### config.mk
export PLATFORM = sky130hd
export DESIGN_NAME = r2fft_ram
export DESIGN_NICKNAME = d
export VERILOG_FILES = /design/src/rtl/assert_macros.svh /design/src/rtl/r2fft_ram.sv
export SDC_FILE = /design/constraint.sdc
export NUM_CORES = 2
export LEC_CHECK = 0
export BUFFER_PORTS_ARGS = -buffer_cell sky130_fd_sc_hd__buf_4
export CAP_MARGIN = 20
export CORE_MARGIN = 8
export CORE_UTILIZATION = 52
export CTS_BUF_LIST = sky130_fd_sc_hd__clkbuf_8 sky130_fd_sc_hd__clkbuf_16
export DETAILED_ROUTE_END_ITERATION = 8
export PLACE_DENSITY_LB_ADDON = 0.15
export SLEW_MARGIN = 20
export SYNTH_ARGS = -nofsm -noshare
export SYNTH_HDL_FRONTEND = slang
export SYNTH_SLANG_ARGS = --single-unit
### constraint.sdc
create_clock -name clk -period 6.75 [get_ports clk]
set_input_delay 1.0125 -clock clk [delete_from_list [all_inputs] [get_ports clk]]
set_output_delay 1.0125 -clock clk [all_outputs]
set_load 0.02 [all_outputs]
### src/rtl/assert_macros.svh
// Assertion macros shared by the FFT engine RTL.
// No dependencies.
`ifndef ASSERT_MACROS_SVH
`define ASSERT_MACROS_SVH
// Implication checked on every clock edge outside reset
`define ASSERT_IMPL(label, clk, rst_n, ante, cons) \
	label: assert property (@(posedge clk) disable iff (!rst_n) (ante) |-> (cons)) \
		else $error("assertion failed");
// Next-cycle implication outside reset
`define ASSERT_NEXT(label, clk, rst_n, ante, cons) \
	label: assert property (@(posedge clk) disable iff (!rst_n) (ante) |=> (cons)) \
		else $error("assertion failed");
`endif

### src/rtl/r2fft_ram.sv
// Generic single-port-write, single-port-read RAM with registered read.
// No dependencies.
`default_nettype none
module r2fft_ram #(
	parameter int WIDTH = 32,
	parameter int DEPTH = 64
) (
	input  wire logic                     clk,
	input  wire logic                     we,
	input  wire logic [$clog2(DEPTH)-1:0] waddr,
	input  wire logic [WIDTH-1:0]         wdata,
	input  wire logic [$clog2(DEPTH)-1:0] raddr,
	output      logic [WIDTH-1:0]         rdata
);
	logic [WIDTH-1:0] mem [DEPTH];

	// write port and registered read port
	always_ff @(posedge clk) begin
		if (we) begin
			mem[waddr] <= wdata;
		end
		rdata <= mem[raddr];
	end
endmodule
`default_nettype wire

# Yosys cells after proc, flatten, opt, wreduce, memory -nomap -nowiden
# Memories as Yosys holds them, arrays and structs flattened. A register that Yosys moved wholly into a read port is not among the register bits.
# Cells that the tools add are included.
[totals] reg_bits=0 latchBits=0 mem_bits_rw=2048 mem_bits_ro=0 in_bits=46 out_inout_bits=32 word_cells=3 mem_count=1
[memory_table] name="mem" words=64 width=32 read_ports=1 rd_ports_with_merged_regs=1 wr=1 line_no="r2fft_ram.sv:15" rtl="logic [WIDTH-1:0] mem [DEPTH];"
[classes] add_sub_neg=0 multipliers=0 div=0 magnitude_cmp=0 n_eq_ne=0 shifts=0 n_mux=2 bitwise_logic=0 reduce_logical=0
[ops] operator="two-way mux 1 bit" n=2

# Logic depth before layout (Yosys ltp)
[logic_depth] word_depth=2 depth_mapped=10 mapped_depth_nobuf=5

# Worst setup path before layout
# No wires, ideal clock.
[synth_path] kind="input to register" startpoint="input port waddr[3]" endpoint="memory mem[48][0] (enable)" setup_time_ps=461 t_arrival_ps=3711 required_time_ps=6289 path_slack_ps=2578 path_stages=4 path_buffers=1 path_cell_list="clkbuf_1 -> nor2b_1 -> nand4b_1 -> nor3_1"
[synth_lines] item="start, declared" line_no="r2fft_ram.sv:10" rtl="input wire logic [$clog2(DEPTH)-1:0] waddr,"
[synth_lines] item="end, declared" line_no="r2fft_ram.sv:15"
# Straight into the memory's write port.

==> metrics.yaml <==
timing:
  period_minus_slack_ns: 4.20
  fin_crit_sh: 0.622
  tns_ns: 0
  setup_violations: 0
  rsz0062_at_grt: "false"
  worst_pin_slew_ns: 1.17
  hold_viol_final: 0
  slew_headroom: 0.220
  skew_ns: 0.0294
  clock.fmax_mhz: 238
  slew_viol_final: 0
worst_setup_path:
  crit_slowest_cell: "o22ai_1"
  critPathMaxFanout: 117
  worstPathArrival_ns: 4.83
  crit_path_end_kind: "flip-flop"
  start_kind: "primary input"
  critPathTopFamily: "buffers and inverters"
  crit_buf_inv: 3
  crit_top_cell: "mux4_2"
  slowest_delay_ns: 0.68
  cp_cell_sequence: "buf_8 -> buf_12 -> buf_4 -> mux4_2 -> mux4_2 -> o22ai_1 -> nor2_1"
  path_class: "primary input to flip-flop"
  cp.required_ns: 7.38
power_and_ir_drop:
  pwr-share-comb: 0.052
  clkPwrFrac: 0.405
  p_per_area_mw_per_mm2: 299
  switching_share: 0.211
  ir_worst_vdd_mv: 0.212
  p_sw_mw: 5.59
  sequentialPowerShare: 0.543
  power.leakage_nw: 27.7
  power.internal_mw: 20.9
drt:
  wl_per_cell_um: 35.6
  dr.pass1.iters: 5
  drt_iter0_drc: 4224
  final_antenna_net_count: 0
  drcViolationCount: 0
  viasPerCell: 6.47
  vias: 36969
  totalWireLength_um: 204000
synth:
  synthFlopType: "edfxtp_1"
  synth_edf_count: 2048
  syn-cell-area_mm2: 0.0785
  syn-mean-instance-area_um2: 23.6
  synth_cells: 3324
  syn-num-nets: 3370
  ys_ff_latch: 2080
  ys_types: 34
  yosysSeqAreaShare: 0.791
  async_reset_ff_frac: 0
  yosys_warnings: 0
floorplanning:
  die_h_um: 405
  fp.dieArea_mm2: 0.164
  io_pins: 78
  core_mm2: 0.150
  die_w_um: 405
  row_count: 142
  start_util: 0.524
clock_network:
  ctsResizeCount: 0
  cts_root_buf: "clkbuf_16"
  clkLatencyLatePin_ns: 0.82
  ctsHoldBuffers: 0
  cts_buffer_depth: 3
  h-tree-depth: 4
  path_clk_slew_ns: 0.06
  post_cts.repair.setup_buffers: 0
  tritoncts: "done"
  cts_sinks: 2080
  numCtsBuffers: 202
global_routing:
  grt_pass1_vias: 37556
  antenna_found_initial: 18
  grt_max_degree: 118
  overflow: 0
  grt_use_total: 0.249
  grt_first_pass_wirelength_um: 285000
placement:
  place_congestion: 0.820
  hpwl_um: 109000
  io_buffers: 77
  dp.cells: 5337
job:
  cap_violations: 0
final_layout:
  fin_cells: 5718
  drive_gt1_frac: 0.288
  fill_cells: 10564
  synthToLayoutAreaGrowth_pct: 12.7
  nets: 3571
hold_path:
  worstHoldPathType: "flip-flop to flip-flop"
outcome:
  outcome: "complete, no violations"
-- flip-flops by register name, summed over array words and instances (netlist names) --
| name | count |
|---|---|
| mem | 2048 |
| rdata | 32 |
-- cell usage in the layout, fill, tap and decap left out, types with 3 or more instances in the layout --
cell type	count
o32ai_1	4
a22oi_1	12
nor2b_1	14
nand2_1	26
and3_1	4
nor2_4	62
or3b_2	3
o221ai_1	27
buf_8	3
clkbuf_8	15
a21oi_1	62
o22ai_1	84
inv_6	6
diode_2	6
or3_1	3
clkinvlp_4	3
clkinv_1	43
clkinv_2	28
buf_4	168
nand2b_1	8
nand3b_1	5
buf_12	8
a311oi_1	8
mux2i_1	93
nand3_1	5
a41o_1	4
inv_1	60
nor2_1	74
clkbuf_16	210
edfxtp_1	2048
nor3_1	5
bufinv_16	9
mux4_2	544
dfxtp_1	32
-- per-stage QoR --
step                      area (µm²)  setup WS [ns]  hold WS (ns)  power (mW)  utilization
final                          88500           2.55         0.767        26.5        0.590
after detailed placement       82100           1.87         0.739        16.0        0.547
after floorplan                78500           2.58         0.663        15.3            -
after CTS                      88400           2.73         0.686        26.6        0.590
after global placement         82100           1.93         0.731        16.0        0.547
after global routing           88400           2.57         0.728        27.2        0.590
-- worst min-delay path, cell delays in order (launching register included) --
cell and delay (ns):
edfxtp_1 0.32, mux2i_1 0.06, nand2_1 0.06, a311oi_1 0.11, nor3_1 0.16
-- per-layer routing --
metal	vias up	global-route usage	wire length, µm	share of wire
met2	1819	0.399	98800	0.49
met3	324	0.0553	19400	0.095
met4	10	0.0829	7040	0.035
li1	14699	-	-	-
met1	20117	0.344	78400	0.38
met5	-	0	69	0.00034
-- path summary, 6_finish.rpt --
check | endpoint | slack (ns) | depth (start not counted) | from
max | rdata[15]$_DFF_P_ | 2.55 | 7 | raddr[1]
min | rdata[8]$_DFF_P_ | 0.77 | 4 | mem[13][8]$_DFFE_PP_
min reg2reg | rdata[8]$_DFF_P_ | 0.77 | 4 | mem[13][8]$_DFFE_PP_
max reg2reg | rdata[14]$_DFF_P_ | 4.24 | 4 | mem[63][14]$_DFFE_PP_
-- layout make-up --
class / instances / area [µm²] / area share
Sequential cell: 2080 / 62100 / 0.702
Timing Repair Buffer: 179 / 1470 / 0.0166
Clock buffer: 225 / 5460 / 0.0617
Clock inverter: 150 / 888 / 0.0100
Tap cell: 2016 / 2520 / 0.0285
Multi-Input combinational cell: 1062 / 16000 / 0.181
Antenna cell: 6 / 15.0 / 0.000170
-- cells in the mapped netlist, types with 7 or more instances --
library cell	count	area, µm²
dfxtp_1	32	641
buf_4	25	188
o221ai_1	27	236
a22oi_1	12	90.1
edfxtp_1	2048	61500
nand2_1	26	97.6
mux2i_1	93	931
o22ai_1	84	526
clkbuf_1	74	278
nor3_1	7	35.0
nor2_1	137	514
a311oi_1	8	70.1
buf_1	21	78.8
a21oi_1	62	310
nand2b_1	8	50.1
mux4_2	544	12300
nor2b_1	15	93.8
buf_2	57	285
-- power by group through the flow --
stage / Sequential [mW] / Combinational [mW] / Clock, mW
2_1_floorplan: 14.6 / 0.695 / 0
3_3_place_gp: 14.6 / 1.36 / 0
4_1_cts: 14.4 / 1.39 / 10.9
6_report: 14.4 / 1.37 / 10.7
5_1_grt: 14.4 / 1.44 / 11.4
3_5_place_dp: 14.6 / 1.39 / 0
-- cells by family after synthesis --
group	synth area share
buf+inv	0.0113
compound gates	0.0167
simple gates	0.0127
flops	0.791
mux	0.168
Note: power is estimated with default switching activity, not from simulation.
